===== src/rtl/iepm_pkg.sv =====
// Shared types and constants of the I2C EEPROM page master.
package iepm_pkg;

   localparam logic [1:0] OP_TICK  = 2'd0;
   localparam logic [1:0] OP_READ  = 2'd1;
   localparam logic [1:0] OP_WRITE = 2'd2;
   localparam logic [1:0] OP_SRST  = 2'd3;

   localparam logic [1:0] CSR_PAGE_SIZE_LOG2    = 2'd0;
   localparam logic [1:0] CSR_SLAVE_SELECT      = 2'd1;
   localparam logic [1:0] CSR_HALF_PERIOD_TICKS = 2'd2;
   localparam logic [1:0] CSR_WRITE_CYCLE_TICKS = 2'd3;

   localparam logic [4:0] PH_IDLE    = 5'd0;
   localparam logic [4:0] PH_START_A = 5'd1;
   localparam logic [4:0] PH_DEV_A   = 5'd2;
   localparam logic [4:0] PH_ADDR_HI = 5'd3;
   localparam logic [4:0] PH_ADDR_LO = 5'd4;
   localparam logic [4:0] PH_DATA    = 5'd5;
   localparam logic [4:0] PH_GAP     = 5'd6;
   localparam logic [4:0] PH_START_B = 5'd7;
   localparam logic [4:0] PH_DEV_B   = 5'd8;
   localparam logic [4:0] PH_RECV    = 5'd9;
   localparam logic [4:0] PH_STOP    = 5'd10;
   localparam logic [4:0] PH_WCYC    = 5'd11;
   localparam logic [4:0] PH_SRST    = 5'd12;

   localparam logic [7:0]  DEV_BASE        = 8'hA0;
   localparam logic [9:0]  BLOCK_LIMIT     = 10'h1FF;
   localparam logic [2:0]  RESET_PAGE_LOG2 = 3'd7;
   localparam logic [19:0] RESET_WCYC      = 20'd1250;
   localparam logic [3:0]  BITS_PER_BYTE   = 4'd8;
   localparam logic [3:0]  SRST_PULSES     = 4'd9;

   typedef struct packed {
      logic [2:0]  page_size_log2;
      logic [1:0]  slave_select;
      logic [7:0]  half_period_ticks;
      logic [19:0] write_cycle_ticks;
   } cfg_type;

   typedef struct packed {
      logic       scl_low;
      logic       sda_low;
      logic [7:0] read_data;
      logic       read_valid;
      logic       read_last;
      logic       data_request;
      logic       busy_res;
      logic       done_res;
   } result_type;

endpackage


===== src/rtl/iepm_csr.sv =====
// Configuration registers of the I2C EEPROM page master.
module iepm_csr (
   input  logic                 clock,
   input  logic                 reset,
   input  logic                 csr_valid,
   output logic                 csr_ready,
   input  logic [1:0]           csr_index,
   input  logic [19:0]          csr_write_data,
   output iepm_pkg::cfg_type    cfg
);

   iepm_pkg::cfg_type cfg_ff;
   iepm_pkg::cfg_type cfg_in;
   logic              wr;

   assign csr_ready = 1'b1;
   assign wr        = csr_valid && csr_ready;
   assign cfg       = cfg_ff;

   always_comb begin
      cfg_in = cfg_ff;
      if (wr) begin
         case (csr_index)
            iepm_pkg::CSR_PAGE_SIZE_LOG2:    cfg_in.page_size_log2    = csr_write_data[2:0];
            iepm_pkg::CSR_SLAVE_SELECT:      cfg_in.slave_select      = csr_write_data[1:0];
            iepm_pkg::CSR_HALF_PERIOD_TICKS: cfg_in.half_period_ticks = csr_write_data[7:0];
            iepm_pkg::CSR_WRITE_CYCLE_TICKS: cfg_in.write_cycle_ticks = csr_write_data;
            default: cfg_in = cfg_ff;
         endcase
      end
   end

   always_ff @(posedge clock) begin
      if (reset) begin
         cfg_ff.page_size_log2    <= iepm_pkg::RESET_PAGE_LOG2;
         cfg_ff.slave_select      <= 2'd0;
         cfg_ff.half_period_ticks <= 8'd0;
         cfg_ff.write_cycle_ticks <= iepm_pkg::RESET_WCYC;
      end else begin
         cfg_ff <= cfg_in;
      end
   end

endmodule


===== src/rtl/iepm_seq.sv =====
// Bit-level bus sequencer: state registers and the per-tick next-state logic.
module iepm_seq #(
   parameter int MAX_PAGE_BYTES = 128
) (
   input  logic                    clock,
   input  logic                    reset,
   input  logic                    step,
   input  iepm_pkg::cfg_type       cfg,
   input  logic [1:0]              opcode,
   input  logic [9:0]              page,
   input  logic [7:0]              byte_count,
   input  logic [7:0]              write_data,
   input  logic                    scl_in,
   input  logic                    sda_in,
   output iepm_pkg::result_type    result
);

   localparam logic [8:0] MAX_BYTES = 9'(MAX_PAGE_BYTES);

   logic [4:0]  phase_ff, phase_in;
   logic [1:0]  quarter_ff, quarter_in;
   logic [3:0]  bit_count_ff, bit_count_in;
   logic [7:0]  bytes_left_ff, bytes_left_in;
   logic [7:0]  shift_ff, shift_in;
   logic [19:0] wait_ff, wait_in;
   logic [9:0]  page_ff, page_in;
   logic        is_read_ff, is_read_in;
   logic        scl_drive_ff, scl_drive_in;
   logic        sda_drive_ff, sda_drive_in;

   logic [7:0]  dev_byte;
   logic [8:0]  count_sat;
   logic        send;
   logic [3:0]  hi_shift;
   logic [9:0]  addr_hi;
   logic [9:0]  addr_lo;

   always_comb begin
      dev_byte = iepm_pkg::DEV_BASE | {5'd0, cfg.slave_select, 1'b0}
                 | {4'd0, (page_ff > iepm_pkg::BLOCK_LIMIT), 3'd0};
      count_sat = ({1'b0, byte_count} > MAX_BYTES) ? MAX_BYTES : {1'b0, byte_count};
      send = phase_ff inside {iepm_pkg::PH_DEV_A, iepm_pkg::PH_ADDR_HI,
                              iepm_pkg::PH_ADDR_LO, iepm_pkg::PH_DATA, iepm_pkg::PH_DEV_B};
      hi_shift = 4'd8 - {1'b0, cfg.page_size_log2};
      addr_hi  = page_ff >> hi_shift;
      addr_lo  = page_ff << cfg.page_size_log2;

      phase_in      = phase_ff;
      quarter_in    = quarter_ff;
      bit_count_in  = bit_count_ff;
      bytes_left_in = bytes_left_ff;
      shift_in      = shift_ff;
      wait_in       = wait_ff;
      page_in       = page_ff;
      is_read_in    = is_read_ff;
      scl_drive_in  = scl_drive_ff;
      sda_drive_in  = sda_drive_ff;
      result        = '0;

      if (step) begin
         if (phase_ff == iepm_pkg::PH_IDLE) begin
            if (opcode == iepm_pkg::OP_READ || opcode == iepm_pkg::OP_WRITE) begin
               is_read_in    = (opcode == iepm_pkg::OP_READ);
               bytes_left_in = count_sat[7:0];
               if (opcode == iepm_pkg::OP_READ && count_sat == 9'd0) bytes_left_in = 8'd1;
               page_in      = page;
               phase_in     = iepm_pkg::PH_START_A;
               shift_in     = 8'd0;
               bit_count_in = 4'd0;
               quarter_in   = 2'd0;
               wait_in      = 20'd0;
            end else if (opcode == iepm_pkg::OP_SRST) begin
               phase_in     = iepm_pkg::PH_SRST;
               shift_in     = 8'd0;
               bit_count_in = 4'd0;
               quarter_in   = 2'd0;
               wait_in      = 20'd0;
            end
         end else if (wait_ff != 20'd0) begin
            wait_in = wait_ff - 20'd1;
         end else if (phase_ff == iepm_pkg::PH_GAP) begin
            phase_in     = iepm_pkg::PH_START_B;
            shift_in     = 8'd0;
            bit_count_in = 4'd0;
            quarter_in   = 2'd0;
         end else if (phase_ff == iepm_pkg::PH_WCYC) begin
            phase_in        = iepm_pkg::PH_IDLE;
            quarter_in      = 2'd0;
            bit_count_in    = 4'd0;
            wait_in         = 20'd0;
            result.done_res = 1'b1;
         end else if (quarter_ff == 2'd2 && !scl_in && phase_ff != iepm_pkg::PH_SRST) begin
            // clock stretching: hold until SCL is seen high
            phase_in = phase_ff;
         end else begin
            wait_in    = {12'd0, cfg.half_period_ticks};
            quarter_in = quarter_ff + 2'd1;
            case (phase_ff)
               iepm_pkg::PH_SRST: begin
                  case (quarter_ff)
                     2'd0: sda_drive_in = 1'b1;
                     2'd1: scl_drive_in = 1'b1;
                     2'd2: sda_drive_in = 1'b0;
                     default: begin
                        scl_drive_in = 1'b0;
                        bit_count_in = bit_count_ff + 4'd1;
                        if (bit_count_in >= iepm_pkg::SRST_PULSES) begin
                           phase_in        = iepm_pkg::PH_IDLE;
                           quarter_in      = 2'd0;
                           bit_count_in    = 4'd0;
                           wait_in         = 20'd0;
                           result.done_res = 1'b1;
                        end
                     end
                  endcase
               end
               iepm_pkg::PH_START_A, iepm_pkg::PH_START_B: begin
                  case (quarter_ff)
                     2'd0: sda_drive_in = 1'b0;
                     2'd1: scl_drive_in = 1'b0;
                     2'd2: sda_drive_in = 1'b1;
                     default: begin
                        scl_drive_in = 1'b1;
                        bit_count_in = 4'd0;
                        quarter_in   = 2'd0;
                        if (phase_ff == iepm_pkg::PH_START_A) begin
                           phase_in = iepm_pkg::PH_DEV_A;
                           shift_in = dev_byte;
                        end else begin
                           phase_in = iepm_pkg::PH_DEV_B;
                           shift_in = dev_byte | 8'h01;
                        end
                     end
                  endcase
               end
               iepm_pkg::PH_STOP: begin
                  case (quarter_ff)
                     2'd0: sda_drive_in = 1'b1;
                     2'd1: scl_drive_in = 1'b0;
                     2'd2: sda_drive_in = sda_drive_ff;
                     default: begin
                        sda_drive_in = 1'b0;
                        bit_count_in = 4'd0;
                        quarter_in   = 2'd0;
                        if (is_read_ff) begin
                           phase_in        = iepm_pkg::PH_IDLE;
                           wait_in         = 20'd0;
                           result.done_res = 1'b1;
                        end else begin
                           phase_in = iepm_pkg::PH_WCYC;
                           shift_in = 8'd0;
                           wait_in  = cfg.write_cycle_ticks;
                        end
                     end
                  endcase
               end
               default: begin
                  case (quarter_ff)
                     2'd0: begin
                        if (bit_count_ff < iepm_pkg::BITS_PER_BYTE)
                           sda_drive_in = send ? ~shift_ff[7] : 1'b0;
                        else
                           sda_drive_in = send ? 1'b0 : (bytes_left_ff > 8'd1);
                     end
                     2'd1: scl_drive_in = 1'b0;
                     2'd2: begin
                        if (!send && bit_count_ff < iepm_pkg::BITS_PER_BYTE)
                           shift_in = {shift_ff[6:0], sda_in};
                     end
                     default: begin
                        scl_drive_in = 1'b1;
                        if (bit_count_ff < iepm_pkg::BITS_PER_BYTE) begin
                           if (send) shift_in = {shift_ff[6:0], 1'b0};
                           bit_count_in = bit_count_ff + 4'd1;
                        end else begin
                           bit_count_in = 4'd0;
                           quarter_in   = 2'd0;
                           if (send) begin
                              case (phase_ff)
                                 iepm_pkg::PH_DEV_A: begin
                                    phase_in = iepm_pkg::PH_ADDR_HI;
                                    shift_in = addr_hi[7:0];
                                 end
                                 iepm_pkg::PH_ADDR_HI: begin
                                    phase_in = iepm_pkg::PH_ADDR_LO;
                                    shift_in = addr_lo[7:0];
                                 end
                                 iepm_pkg::PH_ADDR_LO, iepm_pkg::PH_DATA: begin
                                    if (phase_ff == iepm_pkg::PH_DATA)
                                       bytes_left_in = bytes_left_ff - 8'd1;
                                    if (phase_ff == iepm_pkg::PH_ADDR_LO && is_read_ff) begin
                                       phase_in = iepm_pkg::PH_GAP;
                                       shift_in = 8'd0;
                                       wait_in  = cfg.write_cycle_ticks;
                                    end else if (bytes_left_in != 8'd0) begin
                                       phase_in            = iepm_pkg::PH_DATA;
                                       shift_in            = write_data;
                                       result.data_request = 1'b1;
                                    end else begin
                                       phase_in = iepm_pkg::PH_STOP;
                                       shift_in = 8'd0;
                                    end
                                 end
                                 default: begin
                                    phase_in = iepm_pkg::PH_RECV;
                                    shift_in = 8'd0;
                                 end
                              endcase
                           end else begin
                              result.read_data  = shift_ff;
                              result.read_valid = 1'b1;
                              result.read_last  = (bytes_left_ff <= 8'd1);
                              bytes_left_in = (bytes_left_ff != 8'd0) ?
                                              bytes_left_ff - 8'd1 : 8'd0;
                              shift_in = 8'd0;
                              phase_in = (bytes_left_in == 8'd0) ?
                                         iepm_pkg::PH_STOP : iepm_pkg::PH_RECV;
                           end
                        end
                     end
                  endcase
               end
            endcase
         end
      end

      result.scl_low  = scl_drive_in;
      result.sda_low  = sda_drive_in;
      result.busy_res = (phase_in != iepm_pkg::PH_IDLE);
   end

   always_ff @(posedge clock) begin
      if (reset) begin
         phase_ff      <= iepm_pkg::PH_IDLE;
         quarter_ff    <= 2'd0;
         bit_count_ff  <= 4'd0;
         bytes_left_ff <= 8'd0;
         shift_ff      <= 8'd0;
         wait_ff       <= 20'd0;
         page_ff       <= 10'd0;
         is_read_ff    <= 1'b0;
         scl_drive_ff  <= 1'b0;
         sda_drive_ff  <= 1'b0;
      end else begin
         phase_ff      <= phase_in;
         quarter_ff    <= quarter_in;
         bit_count_ff  <= bit_count_in;
         bytes_left_ff <= bytes_left_in;
         shift_ff      <= shift_in;
         wait_ff       <= wait_in;
         page_ff       <= page_in;
         is_read_ff    <= is_read_in;
         scl_drive_ff  <= scl_drive_in;
         sda_drive_ff  <= sda_drive_in;
      end
   end

endmodule


===== src/rtl/i2c_eeprom_page_master.sv =====
// Top level of the I2C EEPROM page master: handshakes and result register.
//
// Each req_ transaction is one timing tick of an open-drain I2C master that reads
// or writes one page of a paged EEPROM. opcode 1 starts a page read, 2 a page
// write, 3 a nine-pulse bus reset, 0 only advances time; commands are ignored
// while busy. Each tick yields exactly one rsp_ transaction carrying the SCL/SDA
// pull-down drives, a read byte with read_valid/read_last, data_request (write_data
// of that tick was consumed), busy and done flags.
// The result of a tick is registered and presented in the cycle after the req_
// transaction is accepted. Throughput: one tick per cycle while no result is held;
// the sequencer state and the result register both update in the accepting cycle.
// The csr_ channel writes page size, chip select, SCL half period and write-cycle
// wait; it is always ready; the user must use it only while the sequencer is idle
// (unenforced). Reset clears the sequencer to idle with both lines released and
// loads the configuration defaults. When rsp_ready is low the result is held and
// req_ready drops, so no tick is taken until the pending result is delivered.
module i2c_eeprom_page_master #(
   parameter int MAX_PAGE_BYTES = 128
) (
   input  logic        clock,
   input  logic        reset,
   input  logic        csr_valid,
   output logic        csr_ready,
   input  logic [1:0]  csr_index,
   input  logic [19:0] csr_write_data,
   input  logic        req_valid,
   output logic        req_ready,
   input  logic [1:0]  req_opcode,
   input  logic [9:0]  req_page,
   input  logic [7:0]  req_byte_count,
   input  logic [7:0]  req_write_data,
   input  logic        req_scl_in,
   input  logic        req_sda_in,
   output logic        rsp_valid,
   input  logic        rsp_ready,
   output logic        rsp_scl_low,
   output logic        rsp_sda_low,
   output logic [7:0]  rsp_read_data,
   output logic        rsp_read_valid,
   output logic        rsp_read_last,
   output logic        rsp_data_request,
   output logic        rsp_busy_res,
   output logic        rsp_done_res
);

   iepm_pkg::cfg_type    cfg;
   iepm_pkg::result_type result;
   iepm_pkg::result_type rsp_ff;
   logic                 rsp_valid_ff, rsp_valid_in;
   logic                 step;

   iepm_csr u_csr (
      .clock          (clock),
      .reset          (reset),
      .csr_valid      (csr_valid),
      .csr_ready      (csr_ready),
      .csr_index      (csr_index),
      .csr_write_data (csr_write_data),
      .cfg            (cfg)
   );

   iepm_seq #(
      .MAX_PAGE_BYTES (MAX_PAGE_BYTES)
   ) u_seq (
      .clock      (clock),
      .reset      (reset),
      .step       (step),
      .cfg        (cfg),
      .opcode     (req_opcode),
      .page       (req_page),
      .byte_count (req_byte_count),
      .write_data (req_write_data),
      .scl_in     (req_scl_in),
      .sda_in     (req_sda_in),
      .result     (result)
   );

   assign req_ready    = !rsp_valid_ff || rsp_ready;
   assign step         = req_valid && req_ready;
   assign rsp_valid_in = step || (rsp_valid_ff && !rsp_ready);

   always_ff @(posedge clock) begin
      if (reset) begin
         rsp_valid_ff <= 1'b0;
      end else begin
         rsp_valid_ff <= rsp_valid_in;
      end
   end

   always_ff @(posedge clock) begin
      if (step) begin
         rsp_ff <= result;
      end
   end

   assign rsp_valid        = rsp_valid_ff;
   assign rsp_scl_low      = rsp_ff.scl_low;
   assign rsp_sda_low      = rsp_ff.sda_low;
   assign rsp_read_data    = rsp_ff.read_data;
   assign rsp_read_valid   = rsp_ff.read_valid;
   assign rsp_read_last    = rsp_ff.read_last;
   assign rsp_data_request = rsp_ff.data_request;
   assign rsp_busy_res     = rsp_ff.busy_res;
   assign rsp_done_res     = rsp_ff.done_res;

   a_last_needs_valid: assert property (@(posedge clock) disable iff (reset)
      rsp_valid_ff && rsp_ff.read_last |-> rsp_ff.read_valid)
      else $error("read_last without read_valid");

   a_done_not_busy: assert property (@(posedge clock) disable iff (reset)
      rsp_valid_ff && rsp_ff.done_res |-> !rsp_ff.busy_res)
      else $error("done while still busy");

   a_read_write_excl: assert property (@(posedge clock) disable iff (reset)
      rsp_valid_ff |-> !(rsp_ff.read_valid && rsp_ff.data_request))
      else $error("read byte and write request in one tick");

   a_read_busy: assert property (@(posedge clock) disable iff (reset)
      rsp_valid_ff && rsp_ff.read_valid |-> rsp_ff.busy_res)
      else $error("read byte delivered while idle");

endmodule


===== config.mk =====
export PLATFORM = sky130hd
export DESIGN_NAME = i2c_eeprom_page_master
export DESIGN_NICKNAME = d
export VERILOG_FILES = /design/src/rtl/iepm_pkg.sv /design/src/rtl/iepm_csr.sv /design/src/rtl/iepm_seq.sv /design/src/rtl/i2c_eeprom_page_master.sv
export SDC_FILE = /design/constraint.sdc
export NUM_CORES = 1
export LEC_CHECK = 0
export BUFFER_PORTS_ARGS = -buffer_cell sky130_fd_sc_hd__buf_2
export CAP_MARGIN = 20
export CORE_MARGIN = 1
export CORE_UTILIZATION = 55
export DETAILED_ROUTE_END_ITERATION = 8
export PLACE_DENSITY = 0.81
export SYNTH_ARGS = -nofsm -noshare
export SYNTH_HDL_FRONTEND = slang
export SYNTH_SLANG_ARGS = --single-unit
export TNS_END_PERCENT = 20

===== constraint.sdc =====
create_clock -name clock -period 4.3 [get_ports clock]
set_input_delay 0.86 -clock clock [delete_from_list [all_inputs] [get_ports clock]]
set_output_delay 0.86 -clock clock [all_outputs]
set_load 0.02 [all_outputs]

==> results by group, run 1 <==
Run status
  – Status: finished, final reports clean

STA
  – Endpoints failing setup: 0
  – Final Hold Fails: 0
  – Setup TNS: 0 ns
  – Tcrit/Tclk final: 78.3%
  – Worst hold slack: 0.459 ns
  – F_max: 297 MHz
  – Worst setup margin: 0.933 ns
  – Slew HR: 36.3%
  – Worst-Margin Slew: 0.954 ns
  – Final Max Tran Viols: 0
  – RSZ-0062 raised after global routing: no
  – Min Tclk post-route: 3.37 ns
  – Clock skew: 0.0127 ns

Placement
  – Port Buffers: 73
  – Dpl ws: 1.02 ns
  – DP Area: 7800 um2
  – Dpl hpwl: 14700 um
  – GP Congestion: 1.06

Final layout
  – Filler cells: 1125
  – Cell area after layout: 8130 um2
  – Sequential cell area: 2330 um2
  – Share of cells above drive strength 1: 13.9%
  – P&R area growth vs syn: 10.1%
  – Fin nets: 1059
  – Post-layout util: 63.1%
  – Ant. Diodes: 0
  – Most frequent cells in the layout: nand2_1 (127), a21oi_1 (96), dfxtp_1 (94)
  – Commonest non-fill, non-tap cell in the layout: nand2_1
  – Footprint of the multi-input gates: 4650 um2

Synthesis
  – #FFs+latches synth: 109
  – Main combinational cell family by area after synthesis: simple AND/OR/NAND/NOR gates
  – Post-Synth Adder-Cell Area: 2.54%
  – Post-Synth Simple-Gate Area: 29.4%
  – Synthesized net count: 1022
  – Post-synth EDFFs: 15
  – Top FF cell, synth: dfxtp_1
  – Mapped Avg Cell Area: 7.77 um2
  – Synth Area in Compound Gates: 23.2%
  – Sequential-to-total area share from yosys stat: 31.6%
  – FFs w/ async S/R, synth: 0%
  – Mapped Area: 7380 um2
  – Mux contribution to synthesized area: 6.61%
  – Distinct cells, synth: 91
  – Cells after synthesis: 950
  – Synth warnings: 0
  – Post-synthesis xor/xnor area fraction: 1.07%

Route
  – Antenna-violating nets left: 0
  – Final wirelength: 20700 um
  – Initial DRC Count: 851
  – Vias per inst: 6.51
  – Vias: 7580
  – DRC errors left: 0
  – Routed len/inst: 17.8 um
  – TritonRoute pass-1 iters: 6

Clocking
  – CTS Root Cell: clkbuf_16
  – H-tree levels: 3
  – CTS Buffer Depth: 2
  – # hold bufs at CTS: 0
  – Post-cts sizing count: 0
  – CTS Sinks: 109
  – Clk slew on worst S/H paths: 0.07 ns
  – TritonCTS clock tree: built
  – CTS Buf Count: 9
  – Clk Latency, worst-skew pair: 0.37 ns
  – Post-CTS Setup Inserts: 0

Floorplan
  – Die Area: 13900 um2
  – Core area: 12900 um2
  – Chip width: 118 um
  – Number of I/O pins: 75
  – Num rows: 41
  – DIE HEIGHT: 118 um
  – Initial core utilization: 57.4%

Critical path
  – CP Data Required Time: 4.57 ns
  – Critical path type: flip-flop to flip-flop
  – CP Data Arrival Time: 3.64 ns
  – CP Capture Type: flip-flop
  – Critical path fanouts, max: 28
  – CP Launch Type: flip-flop

Global routing
  – GRT Residual Overflow: 0
  – Largest net degree at the start of global routing: 49
  – Vias in the first global route: 6862
  – Initial antenna violation count: 1
  – First-pass GRT wire length: 34300 um
  – Tot GR Track Use: 30.2%

Pwr
  – Max VDD drop: 759 uV
  – Leak: 0.00314 uW
  – Pwr dens: 720 nW/um2

Job
  – Max-Cap Viols: 0

Hold path
  – Hold Crit Class: flip-flop to flip-flop
-- cells in the mapped netlist, types with 4 or more instances --
library cell  count  area (um2)
nand3b_1          8        60.1
o2111ai_1         4        35.0
nand2_1         127         477
a221oi_1          4        35.0
a31oi_1          11        68.8
a21oi_1          96         480
and3_1           11        68.8
or3_1             6        37.5
buf_2            16        80.1
ha_1             15         188
mux2_2            8        90.1
clkbuf_1         37         139
a2111oi_0         5        43.8
nor2_1           82         308
nand4_1          13        81.3
nor3b_1           9        67.6
dfxtp_1          94        1880
a22oi_1           5        37.5
nor2b_1          11        68.8
o21ai_1          14        70.1
a211o_1           4        35.0
o21ai_0          41         205
nand2b_1          8        50.1
mux4_2            7         158
o22ai_1           4        25.0
edfxtp_1         15         450
o31ai_1           5        37.5
nor4_1           21         131
and2_1           18         113
o211ai_1         12        90.1
xnor2_1           8        70.1
o32ai_1           6        52.6
a211oi_1         10        75.1
nor3_1           30         150
nand3_1          32         160
a41oi_1           5        43.8
mux2i_1          24         240
inv_1            35         131
-- worst max-delay path, stage by stage, from the launching register on --
cell and delay, ns:
dfxtp_1 0.95, nand2b_1 0.21, or3_1 0.37, a21oi_1 0.60, and3_1 0.27, o21ai_1 0.18, or3_1 0.42, o31ai_1 0.25
-- cells by family (layout without fill, tap and decap cells) --
group | Yosys count | after routing
xor+xnor | 9 | 9
simple gates | 413 | 413
buf+inv | 97 | 139
other cells | 1 | 1
flops | 109 | 109
fa+ha+maj | 15 | 15
mux | 39 | 39
compound gates | 267 | 267
-- registers in the layout (all words and copies together), names as in the netlist, 2 cells and up --
name	flops
u_seq.quarter_ff	2
u_csr.cfg	33
u_seq.shift_ff	8
u_seq.page_ff	10
u_seq.phase_ff	5
u_seq.wait_ff	20
u_seq.bit_count_ff	4
u_seq.bytes_left_ff	8
rsp_read_data	8
-- per-layer routing --
layer,track usage [%],up-vias,routed length [um]
met2,46.7,420,9240
met1,40.8,3506,8820
met4,12.9,2,625
met3,5.86,64,1960
met5,0,-,15
li1,-,3588,-
-- worst paths after layout --
check                                       start           endpoint  slack (ns)  depth (start not counted)
worst min register to register       u_csr.cfg[8]       u_csr.cfg[8]        0.46                          2
worst min-delay path                 u_csr.cfg[8]       u_csr.cfg[8]        0.46                          2
worst max register to register  u_seq.phase_ff[0]  u_seq.shift_ff[4]        0.93                          7
worst max-delay path            u_seq.phase_ff[0]  u_seq.shift_ff[4]        0.93                          7
-- final cells by class --
cell class	instances	area share, %
Clock buffer	11	3.13
Clock inverter	5	0.939
Inverter	37	1.71
Multi-Input combinational cell	744	57.2
Sequential cell	109	28.7
Tap cell	172	2.65
Timing Repair Buffer	86	5.70
-- per-stage QoR --
stage               instances  total power, uW
finish                   1164             5850
global placement         1148             4780
detailed placement       1148             4800
CTS                      1164             5740
global route             1164             6250
floorplan                 950             4030
-- power breakdown --
group	switching, uW	internal (uW)
registers	246	1190
logic	2210	1280
clock network	420	501
No activity file was read; power rests on OpenSTA's default activity.
==> inputs of run 2 (changes only) <==
Clock period 4.3 ns to 3.4 ns, I/O delays scaled along.
==> results by group, run 2 (same netlist as run 1, synthesis figures left out) <==
Run status
  – Status: finished, final reports clean

STA
  – Endpoints failing setup: 0 (unchanged)
  – Clock skew: 0.0108 ns (-0.00191 ns)
  – Worst setup margin: 0.359 ns (-0.574 ns)
  – RSZ-0062 raised after global routing: no
  – Worst-Margin Slew: 0.736 ns (-0.218 ns)
  – Setup TNS: 0 ns (unchanged)
  – F_max: 329 MHz (+11%)
  – Tcrit/Tclk final: 89.4% (+11 points)
  – Final Hold Fails: 0 (unchanged)
  – Slew HR: 50.9% (+15 points)
  – Final Max Tran Viols: 0 (unchanged)
  – Min Tclk post-route: 3.04 ns (-0.326 ns)

Floorplan
  – Number of I/O pins: 75 (unchanged)
  – Chip width: 118 um (unchanged)
  – Core area: 12900 um2 (unchanged)
  – Num rows: 41 (unchanged)
  – DIE HEIGHT: 118 um (unchanged)
  – Initial core utilization: 57.4% (unchanged)
  – Die Area: 13900 um2 (unchanged)

Final layout
  – Fin nets: 1084 (+2.4%)
  – Filler cells: 1136 (+0.98%)
  – Cell area after layout: 8270 um2 (+1.8%)
  – Post-layout util: 64.3% (+1.1 points)
  – Most frequent cells in the layout: nand2_1 (127), a21oi_1 (96), dfxtp_1 (94)
  – P&R area growth vs syn: 12.0%
  – Commonest non-fill, non-tap cell in the layout: nand2_1
  – Max reg flops: 33 (unchanged)
  – Share of cells above drive strength 1: 16.0% (+2.1 points)
  – Ant. Diodes: 0 (unchanged)

Pwr
  – Final total power: 7410 uW (+27%)
  – Leak: 0.00326 uW (+3.6%)
  – Max VDD drop: 588 uV (-23%)
  – Pwr dens: 895 nW/um2 (+24%)

Route
  – Vias: 7566 (-0.18%)
  – DR top layer: met4
  – Vias per inst: 6.37 (-2.2%)
  – Routed len/inst: 17.9 um (+1.1%)
  – Met3 WL: 1900 um (-2.8%)
  – WL met2: 9360 um (+1.3%)
  – Antenna-violating nets left: 0 (unchanged)
  – TritonRoute pass-1 iters: 6 (unchanged)
  – DRC errors left: 0 (unchanged)
  – Final wirelength: 21300 um (+3.2%)
  – Initial DRC Count: 861 (+1.2%)
  – Met1 wire length: 9480 um (+7.5%)

Hold path
  – Hold Crit Class: flip-flop to flip-flop
  – Min-delay src: u_csr.cfg[16]
  – Hold EP: u_csr.cfg[16]
  – Hold path depth: 2 (unchanged)

Critical path
  – Reg2reg end: rsp_busy_res
  – Critical path fanouts, max: 22 (-21%)
  – CP Launch Type: flip-flop
  – Reg2Reg Depth: 8 (+1)
  – Worst R2R Setup Slack: 0.36 ns (-0.57 ns)
  – CP Data Required Time: 3.62 ns (-0.95 ns)
  – Critical path type: flip-flop to flip-flop
  – Worst r2r src: u_seq.phase_ff[3]
  – CP Data Arrival Time: 3.26 ns (-0.38 ns)
  – CP Capture Type: flip-flop

Placement
  – DP Area: 7990 um2 (+2.4%)
  – Dpl hpwl: 15400 um (+4.6%)
  – GP Congestion: 0.966 (-8.7%)
  – Port Buffers: 73 (unchanged)
  – Dpl ws: 0.465 ns (-0.557 ns)

Clocking
  – CTS Sinks: 109 (unchanged)
  – Post-cts sizing count: 0 (unchanged)
  – TritonCTS clock tree: built
  – CTS Buffer Depth: 2 (unchanged)
  – Post-CTS Setup Inserts: 0 (unchanged)
  – H-tree levels: 3 (unchanged)
  – Clk Latency, worst-skew pair: 0.36 ns (about the same)
  – CTS Root Cell: clkbuf_16
  – CTS Buf Count: 9 (unchanged)
  – Clk slew on worst S/H paths: 0.08 ns (about the same)
  – # hold bufs at CTS: 0 (unchanged)

Global routing
  – Vias in the first global route: 6816 (-0.67%)
  – GRT Residual Overflow: 0 (unchanged)
  – Initial antenna violation count: 0 (-1)
  – Tot GR Track Use: 31.0% (+0.84 points)
  – Largest net degree at the start of global routing: 63 (+29%)
  – First-pass GRT wire length: 34800 um (+1.6%)

Job
  – Max-Cap Viols: 0 (unchanged)
==> run 2: worst max-delay path by stage <==
stage / cells past startpoint / end / from
floorplan: 11 / u_seq.shift_ff[3] / u_csr.cfg[30]
global placement: 7 / rsp_busy_res / u_seq.phase_ff[1]
detailed placement: 7 / u_seq.wait_ff[5] / u_seq.phase_ff[2]
CTS: 9 / rsp_busy_res / u_seq.bytes_left_ff[0]
global route: 8 / rsp_busy_res / u_seq.phase_ff[3]
finish: 8 / rsp_busy_res / u_seq.phase_ff[3]
==> run 2: power breakdown <==
group          internal, uW  total, uW  switching, uW
registers              1500       1790            287
logic                  1740       4560           2820
clock network           517       1060            540
==> run 2: layout make-up <==
class                           count  area (um2)  area share [%]
Clock buffer                        9         225            2.72
Clock inverter                      6        62.6           0.756
Inverter                           37         139            1.68
Multi-Input combinational cell    744        4650            56.2
Sequential cell                   109        2330            28.2
Tap cell                          172         215            2.60
Timing Repair Buffer              111         651            7.86
==> run 2: critical path, cell delays in order, from the launching register on <==
cell       delay [ns]
dfxtp_1          0.54
buf_4            0.28
nor3b_2          0.42
o2111ai_1        0.19
a21o_1           0.24
or4b_4           0.61
o311ai_1         0.38
a21oi_1          0.11
nand4_1          0.12
==> run 2: through the flow <==
stage               hold slack, ns  cells
floorplan                    0.436    950
global placement             0.445   1173
detailed placement           0.452   1173
CTS                          0.464   1188
global route                 0.493   1188
finish                       0.460   1188
==> run 2: metal layers <==
| layer | vias up | global-route usage (%) |
|---|---|---|
| met5 | - | 0 |
| li1 | 3634 | - |
| met3 | 48 | 6.10 |
| met2 | 407 | 46.5 |
| met4 | 0 | 11.1 |
| met1 | 3477 | 43.9 |
